===== config.mk =====
export PLATFORM = sky130hd
export DESIGN_NAME = interval_range_remap_core_flat
export DESIGN_NICKNAME = d
export VERILOG_FILES = /design/src/rtl/irr_pkg.sv /design/src/rtl/irr_in_if.sv /design/src/rtl/irr_out_if.sv /design/src/rtl/irr_ctrl.sv /design/src/rtl/irr_dp.sv /design/src/rtl/interval_range_remap_core.sv /design/src/flat_wrapper.sv
export SDC_FILE = /design/constraint.sdc
export NUM_CORES = 2
export LEC_CHECK = 0
export BUFFER_PORTS_ARGS = -buffer_cell sky130_fd_sc_hd__buf_4
export CAP_MARGIN = 15
export CORE_MARGIN = 2
export CORE_UTILIZATION = 35
export CTS_BUF_LIST = sky130_fd_sc_hd__clkbuf_8
export DETAILED_ROUTE_END_ITERATION = 8
export HOLD_SLACK_MARGIN = 0.03
export PLACE_DENSITY_LB_ADDON = 0.25
export SLEW_MARGIN = 20
export SYNTH_ARGS = -nofsm -noshare
export SYNTH_HDL_FRONTEND = slang
export SYNTH_HIERARCHICAL = 1
export SYNTH_SLANG_ARGS = --single-unit

===== constraint.sdc =====
create_clock -name clk -period 23.8 [get_ports clk]
set_input_delay 1.19 -clock clk [delete_from_list [all_inputs] [get_ports clk]]
set_output_delay 1.19 -clock clk [all_outputs]
set_load 0.005 [all_outputs]

===== src/rtl/irr_pkg.sv =====
// Shared types and constants of the interval range remap block.
package irr_pkg;

	// Table size and derived widths.
	localparam int MAX_ENTRIES = 16;
	localparam int IDX_W       = (MAX_ENTRIES > 1) ? $clog2(MAX_ENTRIES) : 1;
	localparam int CNT_W       = $clog2(MAX_ENTRIES + 1);
	localparam int VAL_W       = 40;

	// Command codes of an input word.
	localparam logic [1:0] CMD_CLEAR = 2'd0;
	localparam logic [1:0] CMD_LOAD  = 2'd1;
	localparam logic [1:0] CMD_XLATE = 2'd2;

	// Kind codes of a result word.
	localparam logic [1:0] KIND_ACK   = 2'd0;
	localparam logic [1:0] KIND_FULL  = 2'd1;
	localparam logic [1:0] KIND_PIECE = 2'd2;
	localparam logic [1:0] KIND_EMPTY = 2'd3;

	typedef logic [VAL_W-1:0] val_t;

	// One table entry; the destination is kept as an offset from the source start.
	typedef struct packed {
		val_t src_start;
		val_t src_end;
		val_t delta;
	} entry_t;

	// Controller states.
	typedef enum logic [1:0] {
		ST_IDLE,
		ST_BELOW,
		ST_INSIDE,
		ST_TAIL
	} state_t;

	// Which value goes into the output register.
	typedef enum logic [1:0] {
		SEL_RESP,
		SEL_BELOW,
		SEL_INSIDE,
		SEL_TAIL
	} sel_t;

	// Commands from the controller to the datapath.
	typedef struct packed {
		logic       accept;
		logic       advance;
		logic       emit;
		sel_t       sel;
		logic [1:0] resp_kind;
		logic       last;
	} ctrl_cmd_t;

	// Status from the datapath to the controller.
	typedef struct packed {
		logic out_free;
		logic below_hit;
		logic inside_hit;
		logic done;
		logic last_entry;
		logic table_full;
		logic table_empty;
		logic query_empty;
	} dp_stat_t;

endpackage


===== src/rtl/irr_in_if.sv =====
// Input channel: one command word per handshake.
interface irr_in_if;
	logic                    valid;
	logic                    ready;
	logic [1:0]              cmd;
	logic [irr_pkg::VAL_W-1:0] value_start;
	logic [irr_pkg::VAL_W-1:0] value_end;
	logic [irr_pkg::VAL_W-1:0] dest_start;

	modport source (output valid, cmd, value_start, value_end, dest_start, input ready);
	modport sink (input valid, cmd, value_start, value_end, dest_start, output ready);
endinterface


===== src/rtl/irr_out_if.sv =====
// Output channel: one result word per handshake.
interface irr_out_if;
	logic                    valid;
	logic                    ready;
	logic [1:0]              kind;
	logic [irr_pkg::VAL_W-1:0] piece_start;
	logic [irr_pkg::VAL_W-1:0] piece_end;
	logic                    was_mapped;
	logic                    last;

	modport source (output valid, kind, piece_start, piece_end, was_mapped, last, input ready);
	modport sink (input valid, kind, piece_start, piece_end, was_mapped, last, output ready);
endinterface


===== src/rtl/irr_ctrl.sv =====
// Controller: sequences the table walk and decides which word to emit.
module irr_ctrl (
	input  logic              clk,
	input  logic              arst_n,
	input  logic              in_valid,
	input  logic [1:0]        in_cmd,
	output logic              in_ready,
	input  irr_pkg::dp_stat_t stat,
	output irr_pkg::ctrl_cmd_t cmd
);

	irr_pkg::state_t state_q;
	irr_pkg::state_t state_next;

	// State register.
	always_ff @(posedge clk or negedge arst_n) begin
		if (!arst_n) begin
			state_q <= irr_pkg::ST_IDLE;
		end else begin
			state_q <= state_next;
		end
	end

	// Next state and datapath commands.
	always_comb begin
		state_next    = state_q;
		in_ready      = 1'b0;
		cmd.accept    = 1'b0;
		cmd.advance   = 1'b0;
		cmd.emit      = 1'b0;
		cmd.sel       = irr_pkg::SEL_RESP;
		cmd.resp_kind = irr_pkg::KIND_ACK;
		cmd.last      = 1'b1;
		unique case (state_q)
			irr_pkg::ST_IDLE: begin
				in_ready   = stat.out_free;
				cmd.accept = in_valid && stat.out_free;
				if (cmd.accept) begin
					if (in_cmd == irr_pkg::CMD_XLATE && !stat.query_empty) begin
						state_next = stat.table_empty ? irr_pkg::ST_TAIL : irr_pkg::ST_BELOW;
					end else begin
						// Single-word answers leave straight from the accept cycle.
						cmd.emit = 1'b1;
						unique case (in_cmd)
							irr_pkg::CMD_LOAD: begin
								cmd.resp_kind = stat.table_full ? irr_pkg::KIND_FULL
									: irr_pkg::KIND_ACK;
							end
							irr_pkg::CMD_XLATE: begin
								cmd.resp_kind = irr_pkg::KIND_EMPTY;
							end
							default: begin
								cmd.resp_kind = irr_pkg::KIND_ACK;
							end
						endcase
					end
				end
			end
			irr_pkg::ST_BELOW: begin
				// The part of the interval below the entry's source start.
				cmd.sel  = irr_pkg::SEL_BELOW;
				cmd.last = stat.done && !stat.inside_hit;
				if (!stat.below_hit) begin
					state_next = irr_pkg::ST_INSIDE;
				end else if (stat.out_free) begin
					cmd.emit   = 1'b1;
					state_next = cmd.last ? irr_pkg::ST_IDLE : irr_pkg::ST_INSIDE;
				end
			end
			irr_pkg::ST_INSIDE: begin
				// The part inside the source interval, then move on or stop.
				cmd.sel  = irr_pkg::SEL_INSIDE;
				cmd.last = stat.done;
				if (!stat.inside_hit || stat.out_free) begin
					cmd.emit = stat.inside_hit;
					if (stat.done) begin
						state_next = irr_pkg::ST_IDLE;
					end else begin
						cmd.advance = 1'b1;
						state_next  = stat.last_entry ? irr_pkg::ST_TAIL : irr_pkg::ST_BELOW;
					end
				end
			end
			irr_pkg::ST_TAIL: begin
				// Whatever remains after the last entry passes through.
				cmd.sel = irr_pkg::SEL_TAIL;
				if (stat.out_free) begin
					cmd.emit   = 1'b1;
					state_next = irr_pkg::ST_IDLE;
				end
			end
			default: begin
				state_next = irr_pkg::ST_IDLE;
			end
		endcase
	end

endmodule


===== src/rtl/irr_dp.sv =====
// Datapath: entry table, walk registers, piece arithmetic and output register.
module irr_dp (
	input  logic                clk,
	input  logic                arst_n,
	input  logic [1:0]          in_cmd,
	input  irr_pkg::val_t       in_value_start,
	input  irr_pkg::val_t       in_value_end,
	input  irr_pkg::val_t       in_dest_start,
	input  irr_pkg::ctrl_cmd_t  cmd,
	output irr_pkg::dp_stat_t   stat,
	input  logic                out_ready,
	output logic                out_valid,
	output logic [1:0]          out_kind,
	output irr_pkg::val_t       out_piece_start,
	output irr_pkg::val_t       out_piece_end,
	output logic                out_was_mapped,
	output logic                out_last
);

	irr_pkg::entry_t mem [irr_pkg::MAX_ENTRIES];
	irr_pkg::entry_t rd_q;

	logic [irr_pkg::CNT_W-1:0] count_q;
	logic [irr_pkg::CNT_W-1:0] idx_q;
	logic [irr_pkg::CNT_W-1:0] idx_inc;
	logic [irr_pkg::CNT_W-1:0] rd_addr;
	irr_pkg::val_t             s_q;
	irr_pkg::val_t             e_q;

	logic                      out_valid_q;
	logic [1:0]                kind_q;
	irr_pkg::val_t             start_q;
	irr_pkg::val_t             end_q;
	logic                      mapped_q;
	logic                      last_q;

	irr_pkg::val_t below_end;
	irr_pkg::val_t in_start;
	irr_pkg::val_t in_end;
	irr_pkg::val_t rest_start;
	logic          load_ok;

	// Piece boundaries of the current entry against the remaining interval.
	always_comb begin
		below_end  = (e_q < rd_q.src_start) ? e_q : rd_q.src_start;
		in_start   = (s_q > rd_q.src_start) ? s_q : rd_q.src_start;
		in_end     = (e_q < rd_q.src_end) ? e_q : rd_q.src_end;
		rest_start = (s_q > rd_q.src_end) ? s_q : rd_q.src_end;
		idx_inc    = idx_q + 1'b1;
		load_ok    = cmd.accept && in_cmd == irr_pkg::CMD_LOAD && !stat.table_full;
	end

	// Status towards the controller.
	always_comb begin
		stat.out_free    = !out_valid_q || out_ready;
		stat.below_hit   = s_q < rd_q.src_start;
		stat.inside_hit  = in_start < in_end;
		stat.done        = rest_start >= e_q;
		stat.last_entry  = idx_inc >= count_q;
		stat.table_full  = count_q == irr_pkg::CNT_W'(irr_pkg::MAX_ENTRIES);
		stat.table_empty = count_q == '0;
		stat.query_empty = in_value_start >= in_value_end;
	end

	// Read address: first entry on a new query, next entry when the walk advances.
	always_comb begin
		if (cmd.accept) begin
			rd_addr = '0;
		end else if (cmd.advance) begin
			rd_addr = idx_inc;
		end else begin
			rd_addr = idx_q;
		end
	end

	// Entry table, written in load order and read with a registered port.
	always_ff @(posedge clk) begin
		if (load_ok) begin
			mem[count_q[irr_pkg::IDX_W-1:0]] <= '{
				src_start: in_value_start,
				src_end:   in_value_end,
				delta:     in_dest_start - in_value_start
			};
		end
		rd_q <= mem[rd_addr[irr_pkg::IDX_W-1:0]];
	end

	// Fill count of the table.
	always_ff @(posedge clk or negedge arst_n) begin
		if (!arst_n) begin
			count_q <= '0;
		end else if (cmd.accept && in_cmd == irr_pkg::CMD_CLEAR) begin
			count_q <= '0;
		end else if (load_ok) begin
			count_q <= count_q + 1'b1;
		end
	end

	// Walk position and remaining interval.
	always_ff @(posedge clk) begin
		if (cmd.accept) begin
			idx_q <= '0;
			s_q   <= in_value_start;
			e_q   <= in_value_end;
		end else if (cmd.advance) begin
			idx_q <= idx_inc;
			s_q   <= rest_start;
		end
	end

	// Output register valid flag.
	always_ff @(posedge clk or negedge arst_n) begin
		if (!arst_n) begin
			out_valid_q <= 1'b0;
		end else if (cmd.emit) begin
			out_valid_q <= 1'b1;
		end else if (out_ready) begin
			out_valid_q <= 1'b0;
		end
	end

	// Output register payload.
	always_ff @(posedge clk) begin
		if (cmd.emit) begin
			last_q <= cmd.last;
			unique case (cmd.sel)
				irr_pkg::SEL_RESP: begin
					kind_q   <= cmd.resp_kind;
					start_q  <= '0;
					end_q    <= '0;
					mapped_q <= 1'b0;
				end
				irr_pkg::SEL_BELOW: begin
					kind_q   <= irr_pkg::KIND_PIECE;
					start_q  <= s_q;
					end_q    <= below_end;
					mapped_q <= 1'b0;
				end
				irr_pkg::SEL_INSIDE: begin
					kind_q   <= irr_pkg::KIND_PIECE;
					start_q  <= in_start + rd_q.delta;
					end_q    <= in_end + rd_q.delta;
					mapped_q <= 1'b1;
				end
				irr_pkg::SEL_TAIL: begin
					kind_q   <= irr_pkg::KIND_PIECE;
					start_q  <= s_q;
					end_q    <= e_q;
					mapped_q <= 1'b0;
				end
				default: begin
					kind_q   <= irr_pkg::KIND_ACK;
					start_q  <= '0;
					end_q    <= '0;
					mapped_q <= 1'b0;
				end
			endcase
		end
	end

	assign out_valid       = out_valid_q;
	assign out_kind        = kind_q;
	assign out_piece_start = start_q;
	assign out_piece_end   = end_q;
	assign out_was_mapped  = mapped_q;
	assign out_last        = last_q;

endmodule


===== src/rtl/interval_range_remap_core.sv =====
// Channel | Direction | Word
// req     | in        | cmd, value_start, value_end, dest_start
// rsp     | out       | kind, piece_start, piece_end, was_mapped, last
//
// Clear, load and undefined commands answer with a single word.
// A translate walks the table one entry at a time through the single read port: for
// each entry a below state handles the part below it and an inside state the part
// inside it; a tail state passes on what remains after the last entry.
// Reset clears the fill count and the controller; table contents stay
// undefined until loaded. A stalled rsp holds the walk; a new word is taken only
// once the previous one has delivered its last word or is being taken.
module interval_range_remap_core (
	input logic         clk,
	input logic         arst_n,
	irr_in_if.sink      req,
	irr_out_if.source   rsp
);

	irr_pkg::ctrl_cmd_t cmd;
	irr_pkg::dp_stat_t  stat;
	logic               req_ready;

	irr_ctrl u_ctrl (
		.clk      (clk),
		.arst_n   (arst_n),
		.in_valid (req.valid),
		.in_cmd   (req.cmd),
		.in_ready (req_ready),
		.stat     (stat),
		.cmd      (cmd)
	);

	irr_dp u_dp (
		.clk             (clk),
		.arst_n          (arst_n),
		.in_cmd          (req.cmd),
		.in_value_start  (req.value_start),
		.in_value_end    (req.value_end),
		.in_dest_start   (req.dest_start),
		.cmd             (cmd),
		.stat            (stat),
		.out_ready       (rsp.ready),
		.out_valid       (rsp.valid),
		.out_kind        (rsp.kind),
		.out_piece_start (rsp.piece_start),
		.out_piece_end   (rsp.piece_end),
		.out_was_mapped  (rsp.was_mapped),
		.out_last        (rsp.last)
	);

	assign req.ready = req_ready;

	// A word is only taken when the output register has room.
	assert property (@(posedge clk) disable iff (!arst_n)
		req.valid && req.ready |-> !rsp.valid || rsp.ready)
		else $error("word accepted while output register blocked");

	// Any command other than translate answers with one final word next cycle.
	assert property (@(posedge clk) disable iff (!arst_n)
		req.valid && req.ready && req.cmd != irr_pkg::CMD_XLATE |=> rsp.valid && rsp.last)
		else $error("single-word answer missing");

	// Non-piece words always close their command.
	assert property (@(posedge clk) disable iff (!arst_n)
		rsp.valid && rsp.kind != irr_pkg::KIND_PIECE |-> rsp.last)
		else $error("non-piece word not marked last");

	// Non-piece words carry zero piece fields.
	assert property (@(posedge clk) disable iff (!arst_n)
		rsp.valid && rsp.kind != irr_pkg::KIND_PIECE
		|-> rsp.piece_start == '0 && rsp.piece_end == '0 && !rsp.was_mapped)
		else $error("non-piece word with piece fields set");

endmodule


===== src/flat_wrapper.sv =====
// flat-port wrapper written by rule: the top's interface ports become plain ports
module interval_range_remap_core_flat 
  (clk, arst_n, req_valid, req_cmd, req_value_start, req_value_end, req_dest_start, req_ready, rsp_valid, rsp_kind, rsp_piece_start, rsp_piece_end, rsp_was_mapped, rsp_last, rsp_ready);
  irr_in_if req_i ();
  irr_out_if rsp_i ();
  input logic clk;
  input logic arst_n;
  input wire logic [$bits(req_i.valid)-1:0] req_valid;
  input wire logic [$bits(req_i.cmd)-1:0] req_cmd;
  input wire logic [$bits(req_i.value_start)-1:0] req_value_start;
  input wire logic [$bits(req_i.value_end)-1:0] req_value_end;
  input wire logic [$bits(req_i.dest_start)-1:0] req_dest_start;
  output wire logic [$bits(req_i.ready)-1:0] req_ready;
  output wire logic [$bits(rsp_i.valid)-1:0] rsp_valid;
  output wire logic [$bits(rsp_i.kind)-1:0] rsp_kind;
  output wire logic [$bits(rsp_i.piece_start)-1:0] rsp_piece_start;
  output wire logic [$bits(rsp_i.piece_end)-1:0] rsp_piece_end;
  output wire logic [$bits(rsp_i.was_mapped)-1:0] rsp_was_mapped;
  output wire logic [$bits(rsp_i.last)-1:0] rsp_last;
  input wire logic [$bits(rsp_i.ready)-1:0] rsp_ready;
  assign req_i.valid = req_valid;
  assign req_i.cmd = req_cmd;
  assign req_i.value_start = req_value_start;
  assign req_i.value_end = req_value_end;
  assign req_i.dest_start = req_dest_start;
  assign req_ready = req_i.ready;
  assign rsp_valid = rsp_i.valid;
  assign rsp_kind = rsp_i.kind;
  assign rsp_piece_start = rsp_i.piece_start;
  assign rsp_piece_end = rsp_i.piece_end;
  assign rsp_was_mapped = rsp_i.was_mapped;
  assign rsp_last = rsp_i.last;
  assign rsp_i.ready = rsp_ready;
  interval_range_remap_core u_core (.clk(clk), .arst_n(arst_n), .req(req_i), .rsp(rsp_i));
endmodule

Word-level counts from Yosys, hierarchy flattened

Memories as Yosys holds them, arrays and structs flattened. A register that Yosys moved wholly into a read port is not among the register bits.
Cells that the tools add are included.

Bits in latches: 0
Logic and storage cells: 110
Bits in writable memories: 1920
Memories: 1
Bits in registers: 177
Bits in read-only memories: 0
Output and inout port bits: 86

Memories:

| memory          | words | bits a word | read ports | clocked after Yosys merged registers in | wr ports | RTL line     | RTL |
|---|---|---|---|---|---|---|---|
| u_core.u_dp.mem | 16    | 120         | 1          | 1                                       | 1        | irr_dp.sv:20 | `irr_pkg::entry_t mem [irr_pkg::MAX_ENTRIES];` |

$lt $le $gt $ge: 9
Add/subtract/negate cells: 5
Equal/unequal tests: 14
Bitwise operators: 0
Multiply operators: 0
Shifts and indexed selects: 0
Reductions and logical operators: 23
Div/mod/pow operators: 0
Muxes and demuxes: 46

Operator list:

| cell                                                                   | number |
|---|---|
| 40-bit two-way mux                                                     | 6 |
| 40-bit < comparator                                                    | 4 |
| 40-bit one-hot mux with 4 select lines                                 | 1 |
| 40-bit one-hot mux with 3 select lines                                 | 1 |
| 40-bit adder                                                           | 2 |
| 40-bit >= comparator                                                   | 2 |
| 40-bit greater-than comparator                                         | 2 |
| 40-bit subtractor                                                      | 1 |
| 2-bit two-way mux                                                      | 14 |
| 1-bit two-way mux                                                      | 13 |
| 5-bit by 1-bit adder with 5-bit output (second input constant)         | 2 |
| 2-bit equality test (second input constant)                            | 5 |
| 5-bit two-way mux                                                      | 2 |
| 4-bit two-way mux                                                      | 2 |
| 2-bit inequality test (second input constant)                          | 4 |
| 2-bit one-hot mux with 2 select lines                                  | 2 |
| 2-bit one-hot mux with 4 select lines                                  | 1 |
| 2-bit by 1-bit equality test with 1-bit output (second input constant) | 3 |
| 1-bit logical AND                                                      | 6 |
| 2-bit logical NOT                                                      | 3 |
| 2-bit one-hot mux with 3 select lines                                  | 1 |
| 2-bit nonzero test                                                     | 3 |
| 3-bit OR reduction                                                     | 2 |
| 5-bit equality test (second input constant)                            | 1 |
| 9 further kinds                                                        | 14 |

Logic depth before layout (Yosys ltp)

Depth after elaboration: 9
Mapped depth: 34
Mapped depth without buffers: 31

Hierarchy

Netlist, hierarchy kept.

By module, submodules not included:

| module   | instances | cells each | area each (µm²) | sequential area each (µm²) |
|---|---|---|---|---|
| irr_dp   | 1         | 8321       | 99319.0         | 65232.6 |
| irr_ctrl | 1         | 45         | 356.6           | 50.0 |

Worst setup path before layout

Ideal clock, no wire load.

Path kind: input port to flip-flop
Start: in rsp_ready
End: mem u_core/u_dp/mem[3][0] in the netlist's numbering (enable)
Library setup time: 0.746 ns
Arrival time: 11.477 ns
Path slack: 11.578 ns
Stages: 9
Cell sequence: nand2b_1 > and2_1 > nand2_1 > inv_1 > buf_2 > nand3b_1 > nor2_1 > nand2_1 > nor3_1

RTL lines:

| what            | RTL line           | RTL |
|---|---|---|
| start, declared | flat_wrapper.sv:20 | `input wire logic [$bits(rsp_i.ready)-1:0] rsp_ready;` |
| end, declared   | irr_dp.sv:20       |  |

==> results_dict.tcl <==
set metrics [dict create \
    fin_tns_setup_ns 0 \
    cts_hold_buf 1 \
    p_sw_share_pct 45.2 \
    async_reset_ff_share_pct 0.361 \
    max_stage_delay_ns 0.86 \
    path_clk_slew_ns 0.06 \
    crit_family "simple AND/OR/NAND/NOR gates" \
    drc 0 \
    start_util_pct 35.2 \
    hpwl_mm 210 \
    ir_worst_vdd_uv 169 \
    synth_area_um2 99700 \
    htree_levels 5 \
    pwr-share-comb_pct 50.6 \
    p_int_mw 9.42 \
    yosysTopAreaCellShare_pct 62.8 \
    ios 212 \
    yosysWarnings 6 \
    synth_fa_ha_area_share_pct 5.31 \
    totalWireLength_mm 344 \
    ctsResizeCount 0 \
    place_inst 11962 \
    synth.distinct_cells 95 \
    drt_first_iter_violations 7372 \
    start_kind "flop" \
    numCtsBuffers 385 \
    setup_viol 0 \
    holdWs_ns 0.413 \
    grt-ovfl-total 0 \
    clk_latency_ns 1.13 \
    first_pass_iters 5 \
    yosys.area.top_type "edfxtp_1" \
    nets 9154 \
    postCtsSetupBuffers 0 \
    die_x_um 538 \
    synth-compound-area-share_pct 9.92 \
    syn-instance-count 8366 \
    first_global_vias 67216 \
    grt_antenna_before_repair 35 \
    final_cells 12654 \
    skew_ns 0.102 \
    via_count 70016 \
    port_buffers 211 \
    endpoint_kind "flop" \
    num_rows 195 \
    critPathSlowestCell "buf_4" \
    grtUsageTotal_pct 23.3 \
    hold_violations 0 \
    rsz0062_at_grt "false" \
    syn-num-nets 8913 \
    synth-xor-area-share_pct 0.923 \
    synth.most_common_cell "nand2_1" \
    synth_top_family_by_area "simple AND/OR/NAND/NOR gates" \
    globalplace.congestion 0.977 \
    grt_max_degree 203 \
    grt_first_pass_wirelength_mm 485 \
    ant_nets 0 \
    syn_area_per_cell_um2 11.9 \
    clock_path_buffers 4 \
    crit_fanout 70 \
    vias_per_cell 5.53 \
    finalCritPeriodShare_pct 54.8 \
    clkPwrFrac_pct 19.2 \
    yosys.area_share.simple_pct 14.5 \
    worst_slew_pin_slew_ns 1.22 \
    arrival_ns 14.00 \
    synthMuxAreaShare_pct 0.869 \
    pwr-share-seq_pct 30.2 \
    status "finished, final reports clean" \
    relSlewSlack_pct 18.7 \
    hold_path_class "primary input to flop" \
    power.density_nw_per_um2 153 \
    drive_gt1_share_pct 10.7 \
    synth_common_cells "2,113 x nand2_1, 2,084 x edfxtp_1, 567 x nand3_1" \
    post_drt_wl_per_cell_um 27.2 \
    fin_crit_ns 13.04 \
    synth_area_leaders "edfxtp_1 63%, nand2_1 8.0%, ha_1 5.2%, a311oi_1 3.2%, nand3_1 2.8%" \
    clock-root-buffer "clkbuf_8" \
    die_area_um2 289000 \
    p_total_mw 17.2 \
    ys_seq_area_share_pct 65.5 \
    ys.flop_type "edfxtp_1" \
    synth-seq-cells 2217 \
    fmax_ghz 0.0767 \
    die-height_um 538 \
    syn_to_final_growth_pct 13.2 \
    required_ns 24.76 \
    critPathMostFrequentCell "buf_4" \
    clkSinkCount 2217 \
    cts_tree "built" \
    core_um2 283000 \
    maxCapViolCount 0 \
    p_switching_mw 7.78 \
    p_leak_nw 42.6 \
    synth-edff-count 2084 \
    crit_buf_inv 6 \
    slew_violations 0 \
    criticalPathCategory "flop to flop" \
]
-- layer usage --
layer  track usage, %  routed length, µm
met3             4.33              26500
met4             8.54              12300
met1             32.0             148000
met5                0                 73
met2             36.6             157000
-- power groups by stage --
stage	Combinational [mW]	Sequential, mW	Clock (mW)
floorplan	5.70	5.00	0
global placement	8.54	5.26	0
detailed placement	8.56	5.27	0
CTS	8.61	5.19	3.37
global route	9.46	5.20	3.53
finish	8.71	5.19	3.30
-- cell families (layout without fill, tap and decap cells) --
logic type	Yosys count	in the layout
AO/OA/AOI/OAI	1430	1430
XOR/XNOR	105	105
adder cells (fa/ha/maj)	421	421
flip-flops	2217	2217
buffers and inverters	769	1310
other	0	4
multiplexers	81	81
AND/OR/NAND/NOR	3343	3343
-- cell type report --
class,count,area [µm²]
Sequential cell,2217,65300
Inverter,289,1100
Tap cell,3743,4680
Antenna cell,4,10.0
Clock buffer,416,5730
Multi-Input combinational cell,5380,31800
Timing Repair Buffer,334,2740
Fill cell,26776,170000
Clock inverter,271,1440
-- cells in the final DEF (no fill, tap or decap), types with 179 or more instances in the layout --
master | Yosys | layout
a21o_1 | 179 | 179
a21oi_1 | 309 | 304
a311oi_1 | 369 | 368
and3_1 | 258 | 258
buf_4 | 1 | 315
clkbuf_8 | 1 | 416
edfxtp_1 | 2084 | 2084
ha_1 | 418 | 418
inv_1 | 285 | 418
nand2_1 | 2113 | 2110
nand3_1 | 567 | 567
o21ai_0 | 189 | 189
-- worst paths after layout --
path | start | endpoint | slack [ns] | cells past startpoint
setup / recovery | u_core/u_dp/rd_q[119] | u_core/u_dp/rd_q[119] | 10.76 | 28
hold / removal | req_value_end[28] | u_core/u_dp/mem[10][68] | 0.41 | 1
setup reg to reg | u_core/u_dp/rd_q[119] | u_core/u_dp/rd_q[119] | 10.76 | 28
hold reg to reg | u_core/u_dp/idx_q[4] | u_core/u_dp/idx_q[4] | 0.54 | 2
max in group asynchronous | arst_n | u_core/u_dp/out_valid | 23.22 | 2
min in group asynchronous | arst_n | u_core/u_ctrl/state_q[1] | 0.42 | 2
-- flip-flops by register name (all words and copies together), names as in the netlist --
signal,flops
u_core/u_ctrl/state_q,2
u_core/u_dp/count_q,5
u_core/u_dp/e_q,40
u_core/u_dp/idx_q,5
u_core/u_dp/mem,1920
u_core/u_dp/out_kind,2
u_core/u_dp/out_last,1
u_core/u_dp/out_piece_end,40
u_core/u_dp/out_piece_start,40
u_core/u_dp/out_valid,1
u_core/u_dp/out_was_mapped,1
u_core/u_dp/rd_q,120
u_core/u_dp/s_q,40
-- worst register-to-register path: cells and delay by family (launching register included) --
| kind | cells | cell delay (ns) |
|---|---|---|
| simple gates | 11 | 4.98 |
| buf+inv | 6 | 3.97 |
| compound gates | 7 | 1.90 |
| mux | 2 | 0.73 |
| fa+ha+maj | 2 | 0.68 |
| flops | 1 | 0.61 |
-- per-stage QoR --
step           setup slack, ns  area [µm²]  utilization (%)
2_1_floorplan            11.58       99700                -
6_report                 10.76      113000             39.9
4_1_cts                  10.98      113000             39.8
3_5_place_dp             11.02      105000             37.3
5_1_grt                  10.33      113000             39.9
3_3_place_gp             11.08      105000             37.3
No activity file was read; power rests on OpenSTA's default activity.
